===== src/hdl/cam_pkg.sv =====
`default_nettype none
package cam_pkg;

    typedef struct packed {
        logic [31:0] arc_begin;
        logic [31:0] arc_finish;
        logic        last_arc;
    } arc_in_t;

    typedef struct packed {
        logic [10:0] max_count;
        logic        no_point;
    } arc_out_t;

    localparam int STW = 6;

    localparam logic [STW-1:0] ST_IDLE  = 6'd0;
    localparam logic [STW-1:0] ST_MRD   = 6'd1;
    localparam logic [STW-1:0] ST_MINIT = 6'd2;
    localparam logic [STW-1:0] ST_MSTEP = 6'd3;
    localparam logic [STW-1:0] ST_MWR   = 6'd4;
    localparam logic [STW-1:0] ST_SI    = 6'd5;
    localparam logic [STW-1:0] ST_SK    = 6'd6;
    localparam logic [STW-1:0] ST_SR    = 6'd7;
    localparam logic [STW-1:0] ST_SL    = 6'd8;
    localparam logic [STW-1:0] ST_SC    = 6'd9;
    localparam logic [STW-1:0] ST_SPUT  = 6'd10;
    localparam logic [STW-1:0] ST_DR    = 6'd11;
    localparam logic [STW-1:0] ST_DW    = 6'd12;
    localparam logic [STW-1:0] ST_PR    = 6'd13;
    localparam logic [STW-1:0] ST_PP    = 6'd14;
    localparam logic [STW-1:0] ST_CR    = 6'd15;
    localparam logic [STW-1:0] ST_CC    = 6'd16;
    localparam logic [STW-1:0] ST_PN    = 6'd17;
    localparam logic [STW-1:0] ST_KR    = 6'd18;
    localparam logic [STW-1:0] ST_KA    = 6'd19;
    localparam logic [STW-1:0] ST_KB    = 6'd20;
    localparam logic [STW-1:0] ST_G0    = 6'd21;
    localparam logic [STW-1:0] ST_GAR   = 6'd22;
    localparam logic [STW-1:0] ST_GAE   = 6'd23;
    localparam logic [STW-1:0] ST_GAF   = 6'd24;
    localparam logic [STW-1:0] ST_GB0   = 6'd25;
    localparam logic [STW-1:0] ST_GB1   = 6'd26;
    localparam logic [STW-1:0] ST_GB2   = 6'd27;
    localparam logic [STW-1:0] ST_GBR   = 6'd28;
    localparam logic [STW-1:0] ST_GBE   = 6'd29;
    localparam logic [STW-1:0] ST_GBU   = 6'd30;
    localparam logic [STW-1:0] ST_GRET  = 6'd31;
    localparam logic [STW-1:0] ST_OUT   = 6'd32;

    typedef struct packed {
        logic [STW-1:0] op;
        logic           load;
    } cmd_t;

    typedef struct packed {
        logic div_last;
        logic i_last;
        logic j_zero;
        logic stop;
        logic n_one;
        logic fail;
        logic scan_last;
        logic k_done;
        logic found;
        logic brk;
        logic gi_last;
        logic g_excl;
    } sts_t;

    // inclusive length from lo to hi going forward around a circle of m
    function automatic logic [32:0] arc_len(input logic [31:0] lo, input logic [31:0] hi,
                                            input logic [32:0] m);
        logic [32:0] r;
        if (hi >= lo)
            r = {1'b0, hi} - {1'b0, lo} + 33'd1;
        else
            r = m - {1'b0, lo} + {1'b0, hi} + 33'd1;
        return r;
    endfunction

    function automatic logic arc_covers(input logic [31:0] s, input logic [31:0] e,
                                        input logic [31:0] p);
        logic r;
        if (s <= e)
            r = (p >= s) && (p <= e);
        else
            r = (p >= s) || (p <= e);
        return r;
    endfunction

endpackage
`default_nettype wire


===== src/hdl/cam_ctrl.sv =====
`default_nettype none
module cam_ctrl (
    input  wire logic          clk,
    input  wire logic          rst_n,
    input  wire logic          start,
    input  wire logic          last_arc,
    input  wire cam_pkg::sts_t sts,
    output cam_pkg::cmd_t      cmd,
    output logic               busy
);
    import cam_pkg::*;

    logic [STW-1:0] state_reg;
    logic [STW-1:0] state_next;

    always_comb
    begin
        state_next = state_reg;
        case (state_reg)
            ST_IDLE:  if (start && last_arc) state_next = ST_MRD;
            ST_MRD:   state_next = ST_MINIT;
            ST_MINIT: state_next = ST_MSTEP;
            ST_MSTEP: if (sts.div_last) state_next = ST_MWR;
            ST_MWR:   state_next = sts.i_last ? ST_SI : ST_MRD;
            ST_SI:    state_next = ST_SK;
            ST_SK:    state_next = ST_SR;
            ST_SR:    state_next = sts.j_zero ? ST_SPUT : ST_SL;
            ST_SL:    state_next = ST_SC;
            ST_SC:    state_next = sts.stop ? ST_SPUT : ST_SR;
            ST_SPUT:  state_next = sts.i_last ? ST_DR : ST_SI;
            ST_DR:    state_next = ST_DW;
            ST_DW:    state_next = sts.i_last ? ST_PR : ST_DR;
            ST_PR:    state_next = ST_PP;
            ST_PP:    state_next = sts.n_one ? ST_KR : ST_CR;
            ST_CR:    state_next = ST_CC;
            ST_CC:
            begin
                if (sts.fail)
                    state_next = ST_PN;
                else if (sts.scan_last)
                    state_next = ST_KR;
                else
                    state_next = ST_CR;
            end
            ST_PN:    state_next = sts.i_last ? ST_OUT : ST_PR;
            ST_KR:    state_next = sts.k_done ? ST_G0 : ST_KA;
            ST_KA:    state_next = ST_KB;
            ST_KB:    state_next = ST_G0;
            ST_G0:    state_next = ST_GAR;
            ST_GAR:   state_next = ST_GAE;
            ST_GAE:   state_next = ST_GAF;
            ST_GAF:   state_next = sts.gi_last ? ST_GB0 : ST_GAR;
            ST_GB0:   state_next = sts.found ? ST_GB1 : ST_GRET;
            ST_GB1:   state_next = ST_GB2;
            ST_GB2:   state_next = sts.n_one ? ST_GRET : ST_GBR;
            ST_GBR:   state_next = ST_GBE;
            ST_GBE:   state_next = ST_GBU;
            ST_GBU:   state_next = (sts.brk || sts.gi_last) ? ST_GRET : ST_GBR;
            ST_GRET:  state_next = sts.g_excl ? ST_OUT : ST_KR;
            ST_OUT:   state_next = ST_IDLE;
            default:  state_next = ST_IDLE;
        endcase
    end

    always_ff @(posedge clk or negedge rst_n)
    begin
        if (!rst_n)
            state_reg <= ST_IDLE;
        else
            state_reg <= state_next;
    end

    assign busy     = (state_reg != ST_IDLE);
    assign cmd.op   = state_reg;
    assign cmd.load = start && (state_reg == ST_IDLE);

endmodule
`default_nettype wire


===== config.mk =====
export PLATFORM = sky130hd
export DESIGN_NAME = cam_ctrl
export DESIGN_NICKNAME = d
export VERILOG_FILES = /design/src/hdl/cam_pkg.sv /design/src/hdl/cam_ctrl.sv
export SDC_FILE = /design/constraint.sdc
export NUM_CORES = 1
export LEC_CHECK = 0
export BUFFER_PORTS_ARGS = -buffer_cell sky130_fd_sc_hd__buf_4
export CAP_MARGIN = 10
export CORE_MARGIN = 3
export CORE_UTILIZATION = 52
export DETAILED_ROUTE_END_ITERATION = 10
export GPL_TIMING_DRIVEN = 0
export PLACE_DENSITY_LB_ADDON = 0.2
export REMOVE_ABC_BUFFERS = 1
export SLEW_MARGIN = 20
export SYNTH_ARGS = -nofsm -noshare
export SYNTH_HDL_FRONTEND = slang
export SYNTH_SLANG_ARGS = --single-unit

===== constraint.sdc =====
create_clock -name clk -period 2 [get_ports clk]
set_input_delay 0.1 -clock clk [delete_from_list [all_inputs] [get_ports clk]]
set_output_delay 0.1 -clock clk [all_outputs]
set_load 0.01 [all_outputs]

### Yosys cells after proc, flatten, opt, wreduce, memory -nomap -nowiden

Index checks and enable logic that the tools add are counted.

* eq/ne operators: 33
* muxes and demuxes: 18
* reductions and logical operators: 6

Operators by type and width (number)
* $pmux W6 S32: 1
* $eq A6 B5 Y1 const B: 16
* $eq A6 B4 Y1 const B: 8
* $eq A6 B3 Y1 const B: 4
* $mux W6: 4
* $mux W5: 3
* $eq A6 B2 Y1 const B: 2
* $mux W3: 4
* $mux W4: 3
* $eq A6 B1 Y1 const B: 1
* $logic_not A6 Y1: 1
* $mux W2: 3
* $reduce_bool A6 Y1: 1
* $ne A2 B2 Y1 const B: 2
* $logic_and A1 B1 Y1: 2
* $reduce_and A2 Y1: 1
* $logic_or A1 B1 Y1: 1

* register bits after elaboration: 6
* input port bits: 16
* output and inout bits: 8
* logic and storage cells: 58

### Depth between registers and ports, before layout

Gate-level depths: netlist (run 1).

* depth in word-level cells: 3
* mapped depth: 7
* mapped depth without buffers: 5

### Worst setup path after synthesis (run 1)

Ideal clock, no wire load.

* path kind: reg2reg
* start: reg state_reg[4]
* end: reg state_reg[2]
* library setup time: 0.099 ns
* data arrival time: 1.707 ns
* required time: 1.901 ns
* path slack: 0.193 ns
* stages on the path, launching flop included: 7
* path buffers: 1
* clock period less this slack: 1.807 ns
* path through: dfrtp_1 > buf_2 > or2_4 > or4_4 > o311ai_4 > nor3_2 > a311oi_1

* longest elaborated chain between the ends: 3
* elaborated cells between the ends (all ways): 36
* classes of those cells: 33 x eq/ne; 1 x mux; 2 x reduce/logical

Ends and longest elaborated chain
* from (decl): RTL line cam_ctrl.sv:13 `logic [STW-1:0] state_reg;`
* from (signal assigned): RTL line cam_ctrl.sv:70 `state_reg <= state_next;`
* parallel branches: the longest is 3 deep, another holds $pmux W6 S32

Parallel ways; which one is timed is not known.
A chain may end at the register's enable or synchronous reset.

### Final worst setup path (run 1)

* start: reg state_reg[5]
* end: reg state_reg[2]

Same word-level chain as after synthesis.

==> key figures, run 1 <==
Outcome
  • Status: complete, but fails checks
  • Failing checks: setup timing

Logic synthesis
  • Synth warn: 0
  • Post-Synth Adder-Cell Area: 0%
  • Post-synth EDFFs: 0
  • Ys async rst share: between 90% and 100%
  • Flops & latches, synth: 6
  • Synth Area in Compound Gates: 31.9%
  • Main combinational cell family by area after synthesis: simple AND/OR/NAND/NOR gates
  • Register area share after synthesis: between 10% and 20%
  • Distinct cells, synth: 51
  • Top_reg_cell synth: dfrtp_1
  • Gate Count Post-Synth: 135
  • Synth top area cells: dfrtp_1 16%, nor2_1 6.0%, a21oi_1 4.8%, nand2_1 4.8%, nor2b_1 4.0%
  • Yosys top cell area share: between 10% and 20%
  • Post-Synth Simple-Gate Area: 41.4%
  • Post-synth top area cell: dfrtp_1
  • Synth Cell Area: roughly 950 um^2
  • Syn avg cell area: around 7.0 um^2
  • Xor/xnor share of the synthesized area: less than 1%
  • Mux share of post-synthesis cell area: under 10%

Detailed routing
  • Avg Vias per Cell: just under 7
  • Total iterations of the first detailed-routing run: 4
  • Routed vias: 1207
  • DRC Markers: 0
  • ANT nets after route: 0
  • Initial DRC count: between 100 and 150
  • Final WL: about 3200 um
  • Drt wl/cell: between 15 and 20 um

Critical path
  • Worst Path Max Fanout: 8
  • Critical path class: reg2reg
  • Crit path DAT: about 2.2 ns
  • Startpoint class of the critical path: flip-flop
  • Critical Path RT: approximately 2.1 ns
  • Worst Reg-to-Reg Cells: 6
  • Reg2Reg Setup Slack: -0.06 ns
  • RR Endpoint: state_reg[2]
  • CP Capture Type: flip-flop
  • Reg2reg start: state_reg[5]

Placed design
  • Dpl ws: -0.252 ns
  • GPL Wtd Cong: roughly 0.9
  • Post-DP HPWL: between 1500 and 2000 um
  • Number of buffers added on ports: 23

Clock tree
  • Clk buf depth: 2
  • CTS tree: built
  • Worst-Skew Late Latency: 0.25 ns
  • CTS buffer count: 3
  • H-tree depth: 1
  • Clock root buffer: clkbuf_4
  • Sink Count: 6
  • Clock-pin slew on the worst setup and hold paths: approximately 0.05 ns

Hold path
  • Hold Crit Depth: 3
  • Hold Path Class: in2reg
  • Hold path start: sts[7]
  • Hold Path End: state_reg[4]

Final layout
  • Fin nets: 173
  • Area Overhead vs Synth: 25.1%
  • # diodes: 0
  • Max reg flops: 6
  • Share of cells above drive strength 1: roughly 29%

Run
  • Max_cap viols: 0

Floorplan
  • Die height: 48.7 um
  • Core area: ~1600 um^2
  • Die Area: between 2000 and 2500 um^2
  • Initial Utilization: just under 60%
  • Row count: 14
  • Die X: a little under 50 um
  • Top Ports: 24

Power and ir drop
  • Max rail drop VDD: 0.000845 V
  • Final Total Pwr: between 1 and 1.5 mW
  • Pwr per Cell Area: between 1000 and 1500 nW/um^2
  • Leak Pwr: 0.482 nW

Global route
  • First-pass GRT wire length: approximately 4700 um
  • Vias in the first global route: roughly 1000
  • Initial antenna violation count: 0
  • Largest net degree at the start of global routing: 29
  • Total global-route track usage: about a quarter
  • GRT overflow: 0

STA
  • Fmax: approximately 490 MHz
  • Setup TNS: -0.0564 ns
  • Worst-Margin Slew: 0.411 ns
  • Setup Viol. Count Final: 1
  • Final worst setup slack: -0.0564 ns
  • Period minus WS final: ~2.1 ns
  • Clock skew: 0.00718 ns
  • Period utilization: 103%
  • Final Hold Viols: 0
  • Max-slew violations: 0
  • Slew HR: between 70% and 80%
  • Final hold slack: 0.132 ns
critical path, cell delays in order (launching register included):
cell,delay [ns]
dfrtp_4,0.52
buf_4,0.17
nor4b_2,0.33
nand2_1,0.14
o32ai_1,0.34
nor2_1,0.14
a311oi_1,0.29
worst max-delay path by stage:
stage,start,end,slack (ns),cells past startpoint
6_report,state_reg[5],state_reg[2],-0.06,6
5_1_grt,state_reg[5],state_reg[2],-0.18,6
4_1_cts,state_reg[2],state_reg[0],0.01,5
3_5_place_dp,state_reg[2],state_reg[0],-0.25,5
3_3_place_gp,state_reg[2],state_reg[2],-0.25,5
2_1_floorplan,state_reg[2],state_reg[2],0.06,5
synth_stat cells (all sizes together) (2+ instances only):
library cell	n
a311oi	3
and3	2
nand3	3
clkbuf	3
a21boi	2
a2111oi	2
nor3	7
nor2b	6
o211ai	4
dfrtp	6
buf	9
o21ai	4
nand2b	5
a31oi	3
nor3b	3
a21oi	9
nor2	15
inv	6
nor4	4
nand2	12
where the power goes:
part | total, mW | switching [mW] | internal [mW]
clock | 0.118 | 0.0500 | 0.0683
combinational | 0.859 | 0.467 | 0.392
sequential | 0.396 | 0.217 | 0.179
total | 1.37 | 0.734 | 0.639
logic make-up (layout without fill, tap and decap cells):
logic type / Yosys count / in the layout
buffers and inverters: 18 / 38
multiplexers: 1 / 1
AO/OA/AOI/OAI: 40 / 40
flip-flops: 6 / 6
XOR/XNOR: 1 / 1
AND/OR/NAND/NOR: 69 / 69
final cells by class:
class / count / area (um^2)
multi-input cells: 111 / 721
fillers: 138 / 428
flip-flops and latches: 6 / 168
repair buffers: 29 / 220
inverters: 6 / 22.5
well taps: 24 / 30.0
clock buffers: 3 / 22.5
stage by stage:
stage | area (um^2) | utilization, % | cells
after floorplan | 885 | - | 123
after global placement | 1090 | 67.5 | 170
after detailed placement | 1090 | 67.5 | 170
after CTS | 1130 | 70.0 | 174
after global routing | 1180 | 73.4 | 179
final | 1180 | 73.4 | 179
routing by layer:
metal  track usage, %  routed length [um]  vias to the layer above
met3             7.36                 335                       11
met4             4.27                  90                        0
li1                 -                   -                      550
met2             37.8                1560                       97
met1             32.7                1260                      549
met5                0                   0                        -
repair_timing:
action | 4_1_cts | 5_1_grt
endpoints found under the hold margin | 6 | 0
endpoints found under the setup margin | 4 | 2
hold buffers | 1 | 0
gates resized for setup | 6 | 6
pin swaps | 0 | 1
buffers inserted | 0 | 5
placed cells by master (no fill, tap or decap), types with 2 or more instances in the layout:
| cell | count |
|---|---|
| dfrtp_4 | 4 |
| o21ai_0 | 3 |
| nand3_1 | 3 |
| nor3b_1 | 3 |
| nor3_1 | 6 |
| a2111oi_0 | 2 |
| buf_4 | 27 |
| inv_1 | 6 |
| and3_1 | 2 |
| nor2b_1 | 6 |
| a311oi_1 | 3 |
| nor4_1 | 4 |
| dfrtp_2 | 2 |
| nand2_1 | 12 |
| a21oi_1 | 9 |
| a31oi_1 | 3 |
| nor2_1 | 15 |
| o211ai_1 | 4 |
| a21boi_0 | 2 |
| clkbuf_4 | 4 |
| nand2b_1 | 4 |
No activity file was read; power rests on OpenSTA's default activity.
==> inputs of run 2 (changes only) <==
CAP_MARGIN = 20   (was 10)
RECOVER_POWER = 50   (was default)
==> run 2 against run 1 <==
Against the previous run: hold slack stayed put; routed wire length is 0.15% lower; register-to-register slack hardly changed; setup slack better by 0.0023 ns; via count stayed put; sequential power hardly changed; the run still ends with setup timing left; cell count stayed put; sequential share of layout area is 0.090 points higher; clock skew stayed put.
==> key figures, run 2 (synthesized netlist as in run 1, its figures left out) <==
Outcome
  • Status: complete, but fails checks
  • Failing checks: setup timing

Clock tree
  • Sink Count: 6
  • Clock-pin slew on the worst setup and hold paths: 0.05 ns
  • Clock root buffer: clkbuf_4
  • CTS tree: built
  • Worst-Skew Late Latency: about 0.25 ns
  • Clk buf depth: 2
  • H-tree depth: 1
  • CTS buffer count: 3

Critical path
  • Critical Path Start: state_reg[5]
  • Worst-path cell chain: buf_4 -> nor4b_2 -> nand2_1 -> o32ai_1 -> nor2_1 -> a311oi_1
  • Reg2reg start: state_reg[5]
  • Critical path class: reg2reg
  • Reg2Reg Setup Slack: -0.05 ns
  • CP Capture Type: flip-flop
  • Worst Reg-to-Reg Cells: 6
  • Critical Path RT: 2.14 ns
  • Crit path DAT: approximately 2.2 ns
  • Slowest-stage cell, CP: dfrtp_4
  • Startpoint class of the critical path: flip-flop
  • Slowest cell delay on critical path: between 0.5 and 0.6 ns
  • Worst Path Max Fanout: 8

Final layout
  • # diodes: 0
  • Fillcell total: between 100 and 150
  • Commonest cells after routing, fill and taps aside: 25 x buf_4, 15 x nor2_1, 12 x nand2_1
  • Max reg flops: 6
  • Fin nets: between 150 and 200
  • Commonest non-fill, non-tap cell in the layout: buf_4
  • Non-filler instance count after layout: around 180
  • Share of cells above drive strength 1: ~28%
  • Area Overhead vs Synth: 24.3%

Power and ir drop
  • Final Total Pwr: between 1 and 1.5 mW
  • Leak Pwr: between 0.4 and 0.5 nW
  • Comb pwr share: 62.5%
  • Pwr per Cell Area: around 1200 nW/um^2
  • Flop pwr share: 28.8%
  • Switching Fraction: between 50% and 60%
  • P_sw: about 0.73 mW
  • Internal power: 0.638 mW
  • Max rail drop VDD: around 0.00085 V
  • Clock power share: under 10%

STA
  • Period minus WS final: just over 2 ns
  • Fmax: between 400 and 500 MHz
  • Setup Viol. Count Final: 1
  • Slew HR: a little over 70%
  • Final worst setup slack: -0.0541 ns
  • Worst-Margin Slew: between 0.4 and 0.5 ns
  • Clock skew: 0.00718 ns
  • Period utilization: 103%
  • Final Hold Viols: 0
  • Max-slew violations: 0

Detailed routing
  • Total iterations of the first detailed-routing run: 4
  • DRC Markers: 0
  • Avg Vias per Cell: 6.74
  • Drt wl/cell: roughly 18 um
  • Final WL: around 3200 um
  • ANT nets after route: 0
  • Routed vias: approximately 1200
  • Initial DRC count: 120

Global route
  • Total global-route track usage: between 20% and 30%
  • Initial antenna violation count: 0
  • Vias in the first global route: around 1000
  • GRT overflow: 0
  • First-pass GRT wire length: approximately 4700 um
  • Largest net degree at the start of global routing: 29

Placed design
  • Dpl ws: -0.252 ns
  • Post-DP HPWL: 1910 um
  • GPL Wtd Cong: a little over 0.9
  • Post-Place Cells: 170
  • Number of buffers added on ports: 23

Hold path
  • Hold Path Class: in2reg
  • Hold path start: sts[7]
  • Hold Crit Depth: 3

Floorplan
  • Row count: 14
  • Core area: 1610 um^2
  • Top Ports: 24
  • Die X: 48.7 um
  • Die Area: between 2000 and 2500 um^2
  • Die height: 48.7 um
  • Initial Utilization: around three fifths

Run
  • Max_cap viols: 0
-- run 2: worst max-delay path, delay by kind of cell (launching register included) --
kind | cells | cell delay [ns]
compound gates | 2 | 0.63
flops | 1 | 0.52
buf+inv | 1 | 0.17
simple gates | 3 | 0.61
-- run 2: layer usage --
metal	track usage (%)	wire length (um)	up-vias	share of wire, %
met5	0	0	-	0
met4	4.27	90	0	2.8
met3	7.36	329	11	10
met2	37.8	1560	97	48
met1	32.7	1260	549	39
li1	-	-	550	-
-- run 2: final cells by class --
type / count / area [um^2] / share of cell area [%]
clock buffers: 3 / 22.5 / 1.91
inverters: 6 / 22.5 / 1.91
repair buffers: 29 / 213 / 18.1
multi-input cells: 111 / 721 / 61.3
flip-flops and latches: 6 / 168 / 14.3
well taps: 24 / 30.0 / 2.55
-- run 2: worst paths after layout --
| path | endpoint |
|---|---|
| worst max-delay path | state_reg[2] |
| worst min-delay path | state_reg[4] |
| worst max register to register | state_reg[2] |
| worst min register to register | state_reg[2] |
| max in group asynchronous | state_reg[4] |
| min in group asynchronous | state_reg[2] |
-- run 2: through the flow --
step                TNS, ns  util, %  hold WS, ns  instance area [um^2]
detailed placement   -0.566     67.5      -0.0922                  1090
finish              -0.0541     73.0        0.132                  1180
global placement     -0.543     67.5      -0.0939                  1090
global route         -0.200     73.0        0.120                  1180
floorplan                 0        -       -0.196                   885
CTS                       0     70.0        0.120                  1130
-- run 2: power groups by stage --
stage               sequential, mW  combinational [mW]  clock (mW)
global route                 0.406               0.921       0.133
floorplan                    0.344               0.518           0
global placement             0.388               0.747           0
CTS                          0.400               0.757       0.115
detailed placement           0.392               0.756           0
finish                       0.396               0.858       0.118
-- run 2: repair_timing --
action / CTS / global route
endpoints found under the hold margin: 6 / 0
pin swaps: 0 / 1
gates resized for setup: 6 / 6
endpoints found under the setup margin: 4 / 2
buffers inserted: 0 / 5
hold buffers: 1 / 0
